<file path="config.mk">
export PLATFORM = sky130hd
export DESIGN_NAME = crc8_frame_packer
export DESIGN_NICKNAME = d
export VERILOG_FILES = /design/src/hw/rtl/crc8fp_pkg.sv /design/src/hw/rtl/crc8fp_cfg.sv /design/src/hw/rtl/crc8fp_front.sv /design/src/hw/rtl/crc8fp_queue.sv /design/src/hw/rtl/crc8fp_back.sv /design/src/hw/rtl/crc8_frame_packer.sv
export SDC_FILE = /design/constraint.sdc
export NUM_CORES = 1
export LEC_CHECK = 0
export BUFFER_PORTS_ARGS = -buffer_cell sky130_fd_sc_hd__buf_2
export CAP_MARGIN = 25
export CORE_MARGIN = 2
export CORE_UTILIZATION = 50
export DETAILED_ROUTE_END_ITERATION = 7
export PLACE_DENSITY = 0.67
export SLEW_MARGIN = 0
export SYNTH_ARGS = -nofsm -noshare
export SYNTH_HDL_FRONTEND = slang
export SYNTH_HIERARCHICAL = 1
export SYNTH_SLANG_ARGS = --single-unit
</file>
<file path="constraint.sdc">
create_clock -name i_clk -period 5.8 [get_ports i_clk]
set_input_delay 1.45 -clock i_clk [delete_from_list [all_inputs] [get_ports i_clk]]
set_output_delay 1.45 -clock i_clk [all_outputs]
set_load 0.005 [all_outputs]
</file>
<file path="src/hw/rtl/crc8fp_pkg.sv">
// Shared types, register map, reset values and CRC-8 update for the frame packer.
package crc8fp_pkg;

    localparam int ByteW = 8;
    localparam int LenW  = 7;
    localparam int IdxW  = 3;

    typedef enum logic [IdxW-1:0] {
        REG_SYNC       = 3'd0,
        REG_ATT_CMD    = 3'd1,
        REG_STAT_CMD   = 3'd2,
        REG_ATT_LEN    = 3'd3,
        REG_STAT_LEN   = 3'd4
    } t_reg_idx;

    localparam logic [ByteW-1:0] SyncReset    = 8'hAA;
    localparam logic [ByteW-1:0] AttCmdReset  = 8'h14;
    localparam logic [ByteW-1:0] StatCmdReset = 8'h18;
    localparam logic [LenW-1:0]  AttLenReset  = 7'd12;
    localparam logic [LenW-1:0]  StatLenReset = 7'd50;
    localparam logic [ByteW-1:0] CrcInit      = 8'hFF;
    localparam logic [ByteW-1:0] CrcPolyRefl  = 8'h8C;
    localparam logic [ByteW-1:0] HeaderExtra  = 8'd4;

    typedef struct packed {
        logic             kind;
        logic [ByteW-1:0] payload_byte;
    } t_in;

    typedef struct packed {
        logic [ByteW-1:0] out_byte;
        logic             frame_end;
        logic             last_of_run;
    } t_out;

    typedef struct packed {
        logic [ByteW-1:0] sync_byte;
        logic [ByteW-1:0] attitude_command;
        logic [ByteW-1:0] status_command;
        logic [LenW-1:0]  attitude_payload_length;
        logic [LenW-1:0]  status_payload_length;
    } t_cfg;

    typedef struct packed {
        logic             start;
        logic             last;
        logic [ByteW-1:0] sync_byte;
        logic [ByteW-1:0] len_byte;
        logic [ByteW-1:0] cmd_byte;
        logic [ByteW-1:0] data_byte;
    } t_job;

    typedef struct packed {
        logic in_frame;
        logic kind;
    } t_front_stat;

    function automatic logic [ByteW-1:0] crc8_update(input logic [ByteW-1:0] crc,
                                                     input logic [ByteW-1:0] data);
        logic [ByteW-1:0] c;
        c = crc ^ data;
        for (int b = 0; b < ByteW; b++) begin
            if (c[0]) begin
                c = (c >> 1) ^ CrcPolyRefl;
            end else begin
                c = c >> 1;
            end
        end
        return c;
    endfunction

endpackage

</file>
<file path="src/hw/rtl/crc8fp_cfg.sv">
// Configuration register file of the frame packer.
module crc8fp_cfg (
    input  logic                          i_clk,
    input  logic                          i_rst_n,
    input  logic                          i_cfg_we,
    input  logic [crc8fp_pkg::IdxW-1:0]   i_cfg_idx,
    input  logic [crc8fp_pkg::ByteW-1:0]  i_cfg_wdata,
    output crc8fp_pkg::t_cfg              o_cfg
);
    import crc8fp_pkg::*;

    t_cfg r_cfg;

    always_ff @(posedge i_clk) begin
        if (!i_rst_n) begin
            r_cfg.sync_byte               <= SyncReset;
            r_cfg.attitude_command        <= AttCmdReset;
            r_cfg.status_command          <= StatCmdReset;
            r_cfg.attitude_payload_length <= AttLenReset;
            r_cfg.status_payload_length   <= StatLenReset;
        end else if (i_cfg_we) begin
            case (t_reg_idx'(i_cfg_idx))
                REG_SYNC:     r_cfg.sync_byte               <= i_cfg_wdata;
                REG_ATT_CMD:  r_cfg.attitude_command        <= i_cfg_wdata;
                REG_STAT_CMD: r_cfg.status_command          <= i_cfg_wdata;
                REG_ATT_LEN:  r_cfg.attitude_payload_length <= i_cfg_wdata[LenW-1:0];
                REG_STAT_LEN: r_cfg.status_payload_length   <= i_cfg_wdata[LenW-1:0];
                default: begin
                end
            endcase
        end
    end

    assign o_cfg = r_cfg;

endmodule

</file>
<file path="src/hw/rtl/crc8fp_front.sv">
// Front end: accepts payload beats, tracks frame position and builds jobs.
module crc8fp_front (
    input  logic                     i_clk,
    input  logic                     i_rst_n,
    input  logic                     i_push,
    input  crc8fp_pkg::t_in          i_in,
    input  crc8fp_pkg::t_cfg         i_cfg,
    input  logic                     i_q_full,
    output logic                     o_job_push,
    output crc8fp_pkg::t_job         o_job,
    output crc8fp_pkg::t_front_stat  o_stat
);
    import crc8fp_pkg::*;

    logic            r_in_frame;
    logic            r_kind;
    logic [LenW-1:0] r_bytes_sent;

    logic            kind;
    logic [LenW-1:0] raw_len;
    logic [LenW-1:0] len;
    logic [LenW-1:0] n_bytes_sent;
    logic            last;

    always_comb begin
        kind         = r_in_frame ? r_kind : i_in.kind;
        raw_len      = kind ? i_cfg.status_payload_length : i_cfg.attitude_payload_length;
        len          = (raw_len == '0) ? LenW'(1) : raw_len;
        n_bytes_sent = (r_in_frame ? r_bytes_sent : '0) + LenW'(1);
        last         = (n_bytes_sent == '0) || (n_bytes_sent >= len);

        o_job_push      = i_push && !i_q_full;
        o_job.start     = !r_in_frame;
        o_job.last      = last;
        o_job.sync_byte = i_cfg.sync_byte;
        o_job.len_byte  = ByteW'({1'b0, len}) + HeaderExtra;
        o_job.cmd_byte  = kind ? i_cfg.status_command : i_cfg.attitude_command;
        o_job.data_byte = i_in.payload_byte;
    end

    always_ff @(posedge i_clk) begin
        if (!i_rst_n) begin
            r_in_frame   <= 1'b0;
            r_kind       <= 1'b0;
            r_bytes_sent <= '0;
        end else if (o_job_push) begin
            r_kind <= kind;
            if (last) begin
                r_in_frame   <= 1'b0;
                r_bytes_sent <= '0;
            end else begin
                r_in_frame   <= 1'b1;
                r_bytes_sent <= n_bytes_sent;
            end
        end
    end

    assign o_stat.in_frame = r_in_frame;
    assign o_stat.kind     = r_kind;

endmodule

</file>
<file path="src/hw/rtl/crc8fp_queue.sv">
// Two-entry job queue between front end and back end.
module crc8fp_queue (
    input  logic              i_clk,
    input  logic              i_rst_n,
    input  logic              i_push,
    input  crc8fp_pkg::t_job  i_job,
    output logic              o_full,
    input  logic              i_pop,
    output logic              o_valid,
    output crc8fp_pkg::t_job  o_head
);
    import crc8fp_pkg::*;

    t_job       r_mem [2];
    logic       r_wr_ptr;
    logic       r_rd_ptr;
    logic [1:0] r_count;

    logic do_pop;

    assign o_full  = (r_count == 2'd2);
    assign o_valid = (r_count != 2'd0);
    assign o_head  = r_mem[r_rd_ptr];
    assign do_pop  = i_pop && o_valid;

    always_ff @(posedge i_clk) begin
        if (!i_rst_n) begin
            r_wr_ptr <= 1'b0;
            r_rd_ptr <= 1'b0;
            r_count  <= 2'd0;
        end else begin
            if (i_push && !o_full) begin
                r_mem[r_wr_ptr] <= i_job;
                r_wr_ptr        <= !r_wr_ptr;
            end
            if (do_pop) begin
                r_rd_ptr <= !r_rd_ptr;
            end
            case ({i_push && !o_full, do_pop})
                2'b10:   r_count <= r_count + 2'd1;
                2'b01:   r_count <= r_count - 2'd1;
                default: r_count <= r_count;
            endcase
        end
    end

endmodule

</file>
<file path="src/hw/rtl/crc8fp_back.sv">
// Back end: sequences header, data and trailer bytes, runs the CRC, holds the output beat.
module crc8fp_back (
    input  logic              i_clk,
    input  logic              i_rst_n,
    input  logic              i_job_valid,
    input  crc8fp_pkg::t_job  i_job,
    output logic              o_job_pop,
    output logic              o_empty,
    input  logic              i_pop,
    output crc8fp_pkg::t_out  o_out
);
    import crc8fp_pkg::*;

    typedef enum logic [2:0] {
        ST_NEW,
        ST_SYNC,
        ST_LEN,
        ST_CMD,
        ST_DATA,
        ST_TRAIL
    } t_step;

    t_step            r_step;
    logic [ByteW-1:0] r_crc;
    t_out             r_out;
    logic             r_out_valid;

    t_step            cur;
    t_step            n_step;
    logic             go;
    logic             end_job;
    logic [ByteW-1:0] out_byte;
    logic             frame_end;
    logic             last_of_run;
    logic [ByteW-1:0] crc_in;

    always_comb begin
        cur = (r_step == ST_NEW) ? (i_job.start ? ST_SYNC : ST_DATA) : r_step;
        go  = i_job_valid && (!r_out_valid || i_pop);

        out_byte    = i_job.data_byte;
        frame_end   = 1'b0;
        last_of_run = 1'b0;
        end_job     = 1'b0;
        n_step      = ST_NEW;
        case (cur)
            ST_SYNC: begin
                out_byte = i_job.sync_byte;
                n_step   = ST_LEN;
            end
            ST_LEN: begin
                out_byte = i_job.len_byte;
                n_step   = ST_CMD;
            end
            ST_CMD: begin
                out_byte = i_job.cmd_byte;
                n_step   = ST_DATA;
            end
            ST_DATA: begin
                out_byte    = i_job.data_byte;
                last_of_run = !i_job.last;
                end_job     = !i_job.last;
                n_step      = i_job.last ? ST_TRAIL : ST_NEW;
            end
            ST_TRAIL: begin
                out_byte    = r_crc;
                frame_end   = 1'b1;
                last_of_run = 1'b1;
                end_job     = 1'b1;
                n_step      = ST_NEW;
            end
            default: begin
                n_step = ST_NEW;
            end
        endcase

        crc_in    = (cur == ST_SYNC) ? CrcInit : r_crc;
        o_job_pop = go && end_job;
    end

    always_ff @(posedge i_clk) begin
        if (!i_rst_n) begin
            r_step      <= ST_NEW;
            r_crc       <= CrcInit;
            r_out_valid <= 1'b0;
        end else if (go) begin
            r_step            <= n_step;
            r_out.out_byte    <= out_byte;
            r_out.frame_end   <= frame_end;
            r_out.last_of_run <= last_of_run;
            r_out_valid       <= 1'b1;
            if (cur != ST_TRAIL) begin
                r_crc <= crc8_update(crc_in, out_byte);
            end
        end else if (i_pop) begin
            r_out_valid <= 1'b0;
        end
    end

    assign o_empty = !r_out_valid;
    assign o_out   = r_out;

endmodule

</file>
<file path="src/hw/rtl/crc8_frame_packer.sv">
// Top level of the CRC-8 framed packet encoder.
//
// Input side: a queue-style write port. A payload beat (kind, payload_byte) is
// taken on a clock edge with push high and full low. The kind is used only on
// the first beat of a frame.
// Output side: a queue-style read port. While empty is low, o_out carries the
// oldest byte of the framed stream; pop high on that edge takes it.
// A frame is: sync, length (payload + 4), command, payload bytes, CRC-8 trailer.
// The CRC-8 uses polynomial 0x31 (reflected 0x8C), init 0xFF, over header and payload.
// A taken beat is queued; the back end registers one output byte per cycle
// while a job waits and pop keeps up. A frame's first beat adds sync, length
// and command, its last the CRC trailer. The two-entry job queue lets the input
// keep taking beats while output stalls; full rises once both entries are held.
// A stalled pop holds the output beat. The user writes configuration registers
// through i_cfg_we/i_cfg_idx/i_cfg_wdata only while the block is idle; the block
// does not enforce this. Reset restores register defaults and closes any frame.
module crc8_frame_packer (
    input  logic                          i_clk,
    input  logic                          i_rst_n,
    input  logic                          push,
    output logic                          full,
    input  crc8fp_pkg::t_in               i_in,
    output logic                          empty,
    input  logic                          pop,
    output crc8fp_pkg::t_out              o_out,
    input  logic                          i_cfg_we,
    input  logic [crc8fp_pkg::IdxW-1:0]   i_cfg_idx,
    input  logic [crc8fp_pkg::ByteW-1:0]  i_cfg_wdata
);
    import crc8fp_pkg::*;

    t_cfg        cfg;
    t_job        job_in;
    t_job        job_head;
    t_front_stat front_stat;
    logic        job_push;
    logic        q_full;
    logic        q_valid;
    logic        job_pop;

    crc8fp_cfg u_cfg (
        .i_clk       (i_clk),
        .i_rst_n     (i_rst_n),
        .i_cfg_we    (i_cfg_we),
        .i_cfg_idx   (i_cfg_idx),
        .i_cfg_wdata (i_cfg_wdata),
        .o_cfg       (cfg)
    );

    crc8fp_front u_front (
        .i_clk      (i_clk),
        .i_rst_n    (i_rst_n),
        .i_push     (push),
        .i_in       (i_in),
        .i_cfg      (cfg),
        .i_q_full   (q_full),
        .o_job_push (job_push),
        .o_job      (job_in),
        .o_stat     (front_stat)
    );

    crc8fp_queue u_queue (
        .i_clk   (i_clk),
        .i_rst_n (i_rst_n),
        .i_push  (job_push),
        .i_job   (job_in),
        .o_full  (q_full),
        .i_pop   (job_pop),
        .o_valid (q_valid),
        .o_head  (job_head)
    );

    crc8fp_back u_back (
        .i_clk       (i_clk),
        .i_rst_n     (i_rst_n),
        .i_job_valid (q_valid),
        .i_job       (job_head),
        .o_job_pop   (job_pop),
        .o_empty     (empty),
        .i_pop       (pop),
        .o_out       (o_out)
    );

    assign full = q_full;

    a_trailer_ends_run: assert property (@(posedge i_clk) disable iff (!i_rst_n)
        (!empty && o_out.frame_end) |-> o_out.last_of_run)
        else $error("trailer beat without last_of_run");

    a_open_after_mid: assert property (@(posedge i_clk) disable iff (!i_rst_n)
        (job_push && !job_in.last) |=> front_stat.in_frame)
        else $error("frame not open after a non-final beat");

    a_closed_after_last: assert property (@(posedge i_clk) disable iff (!i_rst_n)
        (job_push && job_in.last) |=> !front_stat.in_frame)
        else $error("frame still open after its final beat");

    a_reset_clears: assert property (@(posedge i_clk)
        $past(!i_rst_n) |-> (empty && !full && !front_stat.in_frame))
        else $error("state not cleared by reset");

endmodule

</file>
Yosys cells after proc, flatten, opt, wreduce, memory -nomap -nowiden --
Memory sizes are Yosys's and may differ from the RTL's. A register that Yosys moved wholly into a read port is not among the register bits. Index checks and enable logic that the tools add are counted.
Word-level totals: input port bits 25, output and inout port bits 12, memories kept 1, memory bits (writable) 68, bits in registers 73, logic and storage cells 124
Memories:
- u_queue.r_mem | depth 2, bits a word 34, read ports 1, clocked after memory_dff 1, write ports 1, RTL line crc8fp_queue.sv:14 | t_job r_mem [2];
Operators by class: equality and inequality tests 13, multiplexer cells 52, bitwise gates (word level) 9, reduce and logical (&&, ||, !) cells 27, add/subtract/negate cells 4, magnitude comparators 1
Operators by type and width (number):
- 2-to-1 mux 8 bit | 31
- one-hot mux 8 bit (4 select lines) | 1
- 2-to-1 mux 7 bit | 4
- NOT 2 -> 3 bit | 8
- zero test 7 bit | 2
- AND reduction 2 bit | 7
- == test 3 x 2 -> 1 bit (second input constant) | 4
- one-hot mux 3 bit (4 select lines) | 1
- 2-to-1 mux 1 bit | 10
- == test 3 bit (second input constant) | 3
- 2-to-1 mux 3 bit | 3
- adder 7 x 3 -> 8 bit (second input constant) | 1
- XOR 8 bit | 1
- adder 7 x 1 -> 7 bit (second input constant) | 1
- greater-or-equal comparator 7 bit | 1
- == test 3 x 1 -> 1 bit (second input constant) | 2
- zero test 1 bit | 6
- zero test 3 bit | 2
- nonzero test 2 bit | 3
- logical AND 1 bit | 5
- == test 2 bit (second input constant) | 2
- one-hot mux 2 bit (2 select lines) | 1
- != test 3 bit (second input constant) | 1
- adder 2 x 1 -> 2 bit (second input constant) | 1
- other kinds (4) | 5

Logic depth before layout (Yosys ltp) --
Gate-level depths: netlist of run 1.
depth after elaboration 42, mapped depth 13, mapped depth without buffers 11

Hierarchy --
The synthesis of run 1 kept the hierarchy.
Modules (own cells, without submodules):
- crc8fp_queue | seq. area each 2142.1 µm², cells each 132, times used 1, area an instance 2690.1 µm²
- crc8fp_back | seq. area each 540.5 µm², cells each 190, times used 1, area an instance 1746.7 µm²
- crc8fp_cfg | seq. area each 760.7 µm², cells each 145, times used 1, area an instance 1505.2 µm²
- crc8fp_front | seq. area each 180.2 µm², cells each 126, times used 1, area an instance 1112.3 µm²

Worst setup path before layout of run 1 --
Ideal clock, no wire load.
path kind input to register, start in push, end mem u_queue/r_mem[0][0] in the netlist's numbering (enable), data required time 5.325 ns, buffers on the path 1, data arrival time 4.465 ns, setup time 0.475 ns, cell stages on the path 4, setup slack 0.860 ns, cell sequence nor2b_1 > clkbuf_1 > nand2_1 > nor3b_1
Between the ends: word-level cells in the longest chain between the ends 5
Ends and longest elaborated chain:
- start: declaration | RTL line crc8_frame_packer.sv:20 | input logic push,
- logical AND 1 bit | RTL line crc8fp_front.sv:32 | o_job_push = i_push && !i_q_full;
- net job_push | RTL line crc8_frame_packer.sv:36 | logic job_push;
- logical AND 1 bit | RTL line crc8fp_queue.sv:32 | if (i_push && !o_full) begin
- 2-to-1 mux 1 bit | RTL line crc8fp_queue.sv:32
- 2-to-1 mux 1 bit | RTL line crc8fp_queue.sv:27 | if (!i_rst_n) begin
- 2-to-1 mux 1 bit (implied by the code) | RTL line crc8fp_queue.sv:33 | r_mem[r_wr_ptr] <= i_job;
- end: declaration | RTL line crc8fp_queue.sv:14
The timed path passes the listed nets, and every way through them passes these cells.

==> flow_summary.json, run 1 <==
{
  "drt_iter0_drc": 244,
  "final_cell_mix": "78 x edfxtp_1, 64 x dfxtp_1, 56 x nand2_1",
  "avgSynthCellArea_um2": 11.9,
  "fp.dieH_um": 123,
  "grt_max_degree": 68,
  "port_buffers": 36,
  "track_usage": 0.197,
  "arrival_ns": 4.75,
  "drive_above_1_share": 0.248,
  "hpwl_um": 9590,
  "vias": 4394,
  "critPathLaunchType": "input port",
  "antenna_left": 0,
  "rsz0062_at_grt": "false",
  "timing.hold.ws_ns": 0.459,
  "status": "finished clean",
  "die_x_um": 123,
  "finalSetupViolations": 0,
  "fin_nets": 636,
  "period_share": 0.791,
  "first_pass_iters": 4,
  "max-cap-violations": 0,
  "antenna_cells": 0,
  "path_clk_slew_ns": 0.06,
  "grt_util_met2": 0.324,
  "start_util": 0.509,
  "post_cts_resized": 0,
  "yosys_warnings": 6,
  "post_cts.repair.setup_buffers": 0,
  "wire_per_inst_um": 17.2,
  "rows": 43,
  "grt_pass1_wl_um": 22300,
  "die_area_mm2": 0.0150,
  "ir_worst_vdd_v": 0.000267,
  "setup_tns_ns": 0,
  "finalHoldViolations": 0,
  "clock_skew_ns": 0.0119,
  "grtUsageMet1": 0.247,
  "viasPerCell": 5.52,
  "fin_ws_ns": 1.21,
  "hp-class": "register to register",
  "cts_buffer_depth": 2,
  "wl_um": 13700,
  "grt_pass1_vias": 4387,
  "leakage_nw": 2.84,
  "cts_tree": "done",
  "setup.worst_path.class": "input port to register",
  "cts-root-buf": "clkbuf_16",
  "htree_levels": 4,
  "cts.hold.buffers_added": 0,
  "p_per_area_mw_per_mm2": 448,
  "cts.sinks": 142,
  "relSlewSlack": 0.468,
  "period_minus_slack_ns": 4.59,
  "antenna_found_initial": 0,
  "mostFrequentLayoutCell": "edfxtp_1",
  "synth_area_mm2": 0.00704,
  "syn_inst": 591,
  "fp.coreArea_mm2": 0.0138,
  "gp_congestion": 0.908,
  "met3_usage": 0.0455,
  "numCtsBuffers": 17,
  "synthToLayoutAreaGrowth_pct": 10.4,
  "fmax_mhz": 218,
  "post-route-util": 0.562,
  "worst_slew_pin_slew_ns": 0.797,
  "globalRoute.totalOverflow": 0,
  "drc": 0,
  "maxSlewViolCount": 0,
  "num_io_pins": 37,
  "required_ns": 5.96,
  "dp_slack_ns": 0.815,
  "clkLatencyLatePin_ns": 0.42,
  "synth_nets": 624,
  "endpoint_kind": "register",
  "crit_path_max_fanout": 16,
  "top_usage_layer": "met2"
}
[worst paths after layout]
| kind | slack [ns] | to | depth (start not counted) | from |
|---|---|---|---|---|
| min | 0.46 | u_cfg/o_cfg[16] | 2 | u_cfg/o_cfg[16] |
| max reg2reg | 1.70 | u_queue/r_mem[0][32] | 10 | u_front/r_in_frame |
| min reg2reg | 0.46 | u_cfg/o_cfg[16] | 2 | u_cfg/o_cfg[16] |
| max | 1.21 | u_queue/r_mem[0][32] | 11 | i_in[8] |
[per-stage QoR]
stage               std cells  power, W  instance area, um^2
global route              796   0.00366                 7770
CTS                       796   0.00350                 7770
detailed placement        764   0.00243                 7170
finish                    796   0.00348                 7770
global placement          764   0.00240                 7170
floorplan                 591   0.00224                 7040
[routing by layer]
metal	wire [um]	vias to the layer above
met2	6780	87
met3	498	19
met1	6180	2131
met5	0	-
li1	-	2157
met4	265	0
[worst max-delay path, stage by stage]
cell and delay [ns]:
buf_2 0.11, mux2i_4 0.57, mux2i_1 0.62, nand4_1 0.15, o21ai_0 0.32, ha_1 0.30
nand2b_1 0.15, a21oi_1 0.38, maj3_1 0.26, nor2_1 0.04, or3b_1 0.40
[report_power, final]
part | internal, W | total (W) | switching, W
Sequential | 0.00119 | 0.00129 | 0.0000948
Clock | 0.000661 | 0.00107 | 0.000408
Combinational | 0.000520 | 0.00112 | 0.000602
Total | 0.00237 | 0.00348 | 0.00110
[sequential cells by signal, indices dropped and copies added, names as in the netlist, named ones only]
name / count
u_back/o_out: 10
u_back/r_crc: 8
u_back/r_out_valid: 1
u_back/r_step: 3
u_cfg/o_cfg: 38
u_front/r_bytes_sent: 7
u_front/r_in_frame: 1
u_front/r_kind: 1
u_queue/r_count: 2
u_queue/r_mem: 68
u_queue/r_rd_ptr: 1
u_queue/r_wr_ptr: 1
[layout make-up]
cell class                      count  area [um^2]
Fill cell                        1155         6060
Sequential cell                   142         3620
Timing Repair Buffer               41          218
Clock buffer                       26          554
Inverter                           13         48.8
Clock inverter                      6         45.0
Tap cell                          180          225
Multi-Input combinational cell    388         3060
(Power assumes the default switching activity.)
==> run 2, diff against run 1 <==
==> constraint.sdc (replaced) <==
create_clock -name i_clk -period 4.25 [get_ports i_clk]
set_input_delay 1.0625 -clock i_clk [delete_from_list [all_inputs] [get_ports i_clk]]
set_output_delay 1.0625 -clock i_clk [all_outputs]
set_load 0.005 [all_outputs]
==> run 2 against run 1 <==
First-iteration DRC count down 8.6%. Hold slack got worse by 0.0017 ns. Sequential power increased by 36%. Core utilization increased by 0.17 points. Highest routed layer unchanged. Global-route usage down 0.32 points. Non-clock buffer count is 9 higher. Combinational power increased by 38%. Design area is 0.31% higher. Clock skew decreased by 0.0034 ns. Largest cell class unchanged.
==> flow_summary.json, run 2 (synthesis gave the netlist of run 1 again) <==
{
  "largest_reg_flops": 68,
  "cts.hold.buffers_added": 0,
  "regMostFlops": "u_queue/r_mem",
  "dp_cells": 773,
  "post_cts_resized": 0,
  "fin_nets": 645,
  "endpoint_kind": "register",
  "p_per_area_mw_per_mm2": 598,
  "rows": 43,
  "required_ns": 4.61,
  "worst_slew_pin_slew_ns": 0.785,
  "finalHoldViolations": 0,
  "clkLatencyLatePin_ns": 0.42,
  "wire_per_inst_um": 16.6,
  "viasPerCell": 5.43,
  "period_share": 0.827,
  "crit_family": "simple AND/OR/NAND/NOR gates",
  "fin_cells": 805,
  "cts-root-buf": "clkbuf_16",
  "critPathLaunchType": "input port",
  "start_util": 0.509,
  "antenna_found_initial": 0,
  "antenna_left": 0,
  "hp-class": "register to register",
  "track_usage": 0.194,
  "dp_slack_ns": 0.323,
  "die_area_mm2": 0.0150,
  "port_buffers": 36,
  "grt_pass1_wl_um": 21900,
  "wl_um": 13400,
  "drt_iter0_drc": 223,
  "path_clk_slew_ns": 0.06,
  "clock_skew_ns": 0.00856,
  "fmax_mhz": 285,
  "fp.coreArea_mm2": 0.0138,
  "fin_ws_ns": 0.736,
  "max_stage_delay_ns": 0.47,
  "maxSlewViolCount": 0,
  "hpwl_um": 9610,
  "status": "finished clean",
  "slowest_stage": "nor4_4",
  "num_io_pins": 37,
  "rsz0062_at_grt": "false",
  "period_minus_slack_ns": 3.51,
  "finish.instance_area_mm2": 0.00779,
  "gp_congestion": 0.832,
  "first_pass_iters": 4,
  "worstPathCellList": "buf_2 -> mux2i_4 -> mux2_4 -> inv_2 -> nand2_1 -> o21ai_0 -> ha_1 -> nand2b_1 -> a21oi_1 -> buf_4 -> nor3_1 -> nor4_4 -> a32o_1",
  "max-cap-violations": 0,
  "p_total_w": 0.00466,
  "place_area_mm2": 0.00725,
  "ir_worst_vdd_v": 0.000279,
  "grt_max_degree": 55,
  "crit_path_max_fanout": 8,
  "setup.worst_path.class": "input port to register",
  "drc": 0,
  "antenna_cells": 0,
  "drive_above_1_share": 0.258,
  "cts.sinks": 142,
  "mostFrequentLayoutCell": "edfxtp_1",
  "arrival_ns": 3.88,
  "vias": 4368,
  "numCtsBuffers": 17,
  "synthToLayoutAreaGrowth_pct": 10.7,
  "critPathBufInv": 3,
  "cts_tree": "done",
  "post_cts.repair.setup_buffers": 0,
  "finalSetupViolations": 0,
  "globalRoute.totalOverflow": 0,
  "cts_buffer_depth": 2,
  "htree_levels": 4,
  "fp.dieH_um": 123,
  "leakage_nw": 2.85,
  "relSlewSlack": 0.476,
  "die_x_um": 123,
  "final_cell_mix": "78 x edfxtp_1, 64 x dfxtp_1, 56 x nand2_1",
  "grt_pass1_vias": 4320,
  "setup_tns_ns": 0
}
run 2: changes by cell type in the layout (fill, tap and decap cells not counted), sizes merged:
cell	previous run	this run
buf	41	50
clkbuf	26	18
clkinvlp	1	5
clkinv	5	7
bufinv	0	1
inv	13	14
run 2: layer usage:
layer | routed length, um | part of all wire | GRT usage | up-vias
met5 | 0 | 0 | 0 | -
met4 | 219 | 0.016 | 0.0718 | 0
met3 | 441 | 0.033 | 0.0530 | 16
met2 | 6660 | 0.50 | 0.318 | 71
met1 | 6040 | 0.45 | 0.244 | 2117
li1 | - | - | - | 2164
run 2: worst paths after layout:
| check | cells after the start | end | slack (ns) | start |
|---|---|---|---|---|
| setup / recovery | 13 | u_front/r_bytes_sent[0] | 0.74 | i_in[8] |
| hold / removal | 2 | u_cfg/o_cfg[21] | 0.46 | u_cfg/o_cfg[21] |
| setup reg to reg | 12 | u_front/r_bytes_sent[0] | 0.82 | u_front/r_in_frame |
| hold reg to reg | 2 | u_cfg/o_cfg[21] | 0.46 | u_cfg/o_cfg[21] |
run 2: power breakdown:
| group | internal [W] | switching (W) | total (W) |
|---|---|---|---|
| clock | 0.000801 | 0.000555 | 0.00136 |
| sequential | 0.00163 | 0.000130 | 0.00176 |
| combinational | 0.000727 | 0.000820 | 0.00155 |
run 2: tightest hold or removal path: cells and delay by family, from the launching register on:
family,cells,cell delay [ns]
multiplexers,1,0.05
AND/OR/NAND/NOR,1,0.05
flip-flops,1,0.31
run 2: layout make-up:
class | count | area (um^2)
inverter | 13 | 48.8
fill | 1140 | 6030
sequential | 142 | 3620
clock buffer | 18 | 429
clock inverter | 14 | 120
multi-input combinational | 388 | 3060
timing repair buffer | 50 | 285
tap | 180 | 225
run 2: per-stage QoR:
| step | util | hold WS, ns |
|---|---|---|
| floorplan | - | 0.431 |
| CTS | 0.564 | 0.460 |
| detailed placement | 0.524 | 0.451 |
| global route | 0.564 | 0.470 |
| global placement | 0.524 | 0.438 |
| finish | 0.564 | 0.458 |
